==> config.mk <==
export PLATFORM = sky130hd
export DESIGN_NAME = ssfm_word_mod
export DESIGN_NICKNAME = d
export VERILOG_FILES = /design/src/hdl/ssfm_pkg.sv /design/src/hdl/ssfm_word_mod.sv
export SDC_FILE = /design/constraint.sdc
export NUM_CORES = 1
export LEC_CHECK = 0
export BUFFER_PORTS_ARGS = -buffer_cell sky130_fd_sc_hd__buf_2
export CAP_MARGIN = 20
export CORE_MARGIN = 4
export CORE_UTILIZATION = 53
export DETAILED_ROUTE_END_ITERATION = 16
export GPL_TIMING_DRIVEN = 0
export PLACE_DENSITY = 0.91
export SLEW_MARGIN = 5
export SYNTH_ARGS = -nofsm -noshare
export SYNTH_HDL_FRONTEND = slang
export SYNTH_SLANG_ARGS = --single-unit
==> constraint.sdc <==
create_clock -name vclk -period 7.7
set_input_delay 1.155 -clock vclk [all_inputs]
set_output_delay 1.155 -clock vclk [all_outputs]
set_load 0.005 [all_outputs]
==> src/hdl/ssfm_pkg.sv <==
package ssfm_pkg;

    localparam int SLOTS  = 1024;
    localparam int LINKS  = 64;
    localparam int LANES  = 32;
    localparam int WORDS  = SLOTS / LANES;
    localparam int WORD_W = $clog2(WORDS);
    localparam int LANE_W = $clog2(LANES);
    localparam int ROW_W  = $clog2(LINKS);
    localparam int ADDR_W = ROW_W + WORD_W;
    localparam int DEPTH  = LINKS * WORDS;
    localparam int DATA_W = 2 * LANES;
    localparam int IDX_W  = WORD_W + LANE_W;
    localparam int EXT_W  = 13;

    localparam logic [1:0] CODE_FREE  = 2'd0;
    localparam logic [1:0] CODE_USED  = 2'd1;
    localparam logic [1:0] CODE_GUARD = 2'd2;

    typedef struct packed {
        logic [EXT_W-1:0] first;
        logic [EXT_W-1:0] last;
        logic [EXT_W-1:0] guard;
    } range_t;

    typedef enum logic [1:0] {
        ST_CLEAR,
        ST_IDLE,
        ST_RUN,
        ST_DRAIN
    } state_t;

endpackage

==> src/hdl/ssfm_word_mod.sv <==
module ssfm_word_mod
    import ssfm_pkg::*;
(
    input  logic [DATA_W-1:0] word_in,
    input  logic [WORD_W-1:0] word_idx,
    input  range_t            rng,
    output logic [DATA_W-1:0] word_out,
    output logic              has_free,
    output logic [LANE_W-1:0] free_lane
);

    always_comb
    begin
        logic [EXT_W-1:0] idx;
        logic [1:0]       code;
        word_out  = word_in;
        has_free  = 1'b0;
        free_lane = '0;
        for (int i = 0; i < LANES; i++)
        begin
            idx  = EXT_W'({word_idx, LANE_W'(i)});
            code = word_in[2*i +: 2];
            if (idx >= rng.first && idx <= rng.last)
            begin
                code = CODE_USED;
            end
            else if (idx == rng.guard)
            begin
                code = CODE_GUARD;
            end
            word_out[2*i +: 2] = code;
        end
        // Highest lane first so the lowest free lane wins.
        for (int i = LANES - 1; i >= 0; i--)
        begin
            if (word_out[2*i +: 2] == CODE_FREE)
            begin
                has_free  = 1'b1;
                free_lane = LANE_W'(i);
            end
        end
    end

endmodule
==> reports/metrics.yaml <==
detailed_routing:
  routed_wl_um: 15790
  drc_errors: 0
  routedWlPerCell_um: 19.18
  via_per_inst: 6.769
  dr_total_vias: 5571
  initialDrtViolationCount: 570
  drt-pass1-iter-count: 7
  antenna_left: 0
layout:
  nets: 868
  clkbuf_count: 0
  regArea_um2: 0
  syn_to_final_growth_pct: 27.59
  final_cell_mix: "buf_2 (175), nor2_1 (79), nand2_1 (52), inv_1 (36), a21oi_1 (36)"
  antenna_cells: 0
  drive_above_1_share_pct: 28.55
  design.seq.count: 0
  fin_cells: 823
  mostFrequentLayoutCell: "buf_2"
logic_synthesis:
  syn_avg_cell_area_um2: 6.045
  yosys-top-cells-area: "nor2_1 (8.5%), nand2_1 (5.6%), a21oi_1 (5.2%), a21o_1 (4.3%), ha_1 (4.3%)"
  netlist_area_um2: 3470
  synth_area_leader_cell: "nor2_1"
  syn_nets: 694
  ys_warn_count: 0
  syn_inst: 574
  synth_sequential_area_ratio_pct: 0
  yosysUniqueCellTypes: 84
  synth_top_area_share_pct: 8.547
outcome:
  status: "complete, no violations"
die:
  die_height_um: 88.91
  io_pins: 178
  die_width_um: 88.91
  initial_core_util_pct: 54.64
  core_area_um2: 6350
  die_area_um2: 7905
  placementRows: 29
timing:
  setup_viol: 0
  finalCriticalPeriod_ns: 5.880
  rsz0062_at_grt: "no"
  slew-limit-headroom_pct: 40.75
  worstMarginPinSlew_ns: 0.8828
  final-hold-violation-count: 0
  period_share_pct: 76.36
  fmax_ghz: 0.1701
  tns_ns: 0
  slew_viol_final: 0
pwr:
  p_per_area_nw_per_um2: 51.41
  ir_worst_vdd_uv: 35.66
  p_leak_nw: 2.007
setup_path:
  worst_ep_required_time_ns: 6.55
  start_kind: "input port"
  cp-end-kind: "output pin"
  crit_fanout: 6
  slowest_delay_ns: 0.64
  crit_type: "in2out"
  crit_slowest_cell: "nor4b_1"
  cp.arrival_ns: 4.72
  crit_chain: "buf_2, ha_1, nor4b_1, nand2_1, nor4b_1, nor2_1, o211ai_1, inv_1, o221ai_1, a211oi_1, o31ai_1, buf_2"
global_route:
  grt_pass1_vias: 4745
  grt_pass1_wl_um: 23250
  grt_max_degree: 11
  grt_use_total_pct: 36.91
  antenna_found_initial: 0
  grt_overflow_total: 0
run:
  drv_cap: 0
placement:
  numPortBuffers: 172
  place_inst: 823
  gp_congestion: 1.030
  hpwl_um: 13010
worst_hold_path:
  hold_class: "in2out"
clock_network:
  cts_resized: 0
  hold_buffers: 0
  cts_setup_buffers: 0
worst max-delay path: cells and delay by family:
family | cells | cell delay (ns)
simple gates | 4 | 1.71
compound gates | 4 | 1.14
buf+inv | 3 | 0.42
fa+ha+maj | 1 | 0.30
area by class of cell:
class                      count  area [um2]
timing repair buffer         172       860.8
buffer                        29       116.4
tap                           77       96.34
multi-input combinational    509        3218
fill                         606        1923
inverter                      36       135.1
synthesized netlist by cell type, types with 6 or more instances:
cell,count
nand3_1,20
a21oi_1,36
o21bai_1,6
nor2_1,79
nor4_1,15
nand2b_1,13
or2_2,8
ha_1,12
clkbuf_1,20
o22ai_1,8
nand4_1,12
inv_1,36
o21a_1,8
or4_1,9
o21ai_0,27
and3_1,7
or3_1,7
nor3_1,29
nand2_1,52
a21o_1,20
nor2b_1,7
cells by family after synthesis:
| group | synth area share [%] |
|---|---|
| AO/OA/AOI/OAI | 38.44 |
| XOR/XNOR | 1.515 |
| adder cells (fa/ha/maj) | 4.327 |
| buffers and inverters | 7.248 |
| multiplexers | 0.2885 |
| AND/OR/NAND/NOR | 48.18 |
power by group:
part	leakage (nW)	internal, mW	switching [mW]
registers	0	0	0
clock network	0	0	0
logic	2.01	0.0933	0.134
total	2.01	0.0933	0.134
layer usage:
metal | vias to the layer above | part of all wire (%) | track usage [%]
met5 | - | 0 | 0
met4 | 0 | 5.1 | 18.68
met3 | 89 | 12 | 4.240
met2 | 451 | 45 | 60.73
met1 | 2506 | 38 | 47.37
li1 | 2525 | - | -
path summary, 6_finish.rpt:
check / endpoint / depth (start not counted) / start
min: word_out[34] / 3 / word_in[34]
max: free_lane[0] / 12 / word_idx[4]
stage by stage:
step                total power [mW]  worst slack, ns  hold WS (ns)  area, um2  utilization, %
global placement              0.2141            2.095         2.583       4427           69.71
CTS                           0.2206            2.052         2.589       4427           69.71
floorplan                     0.1273            2.851         2.399       3470               -
global route                  0.2473            1.791         2.606       4427           69.71
finish                        0.2276            1.820         2.590       4427           69.71
detailed placement            0.2191            2.051         2.589       4427           69.71
Note: power is estimated with default switching activity, not from simulation.
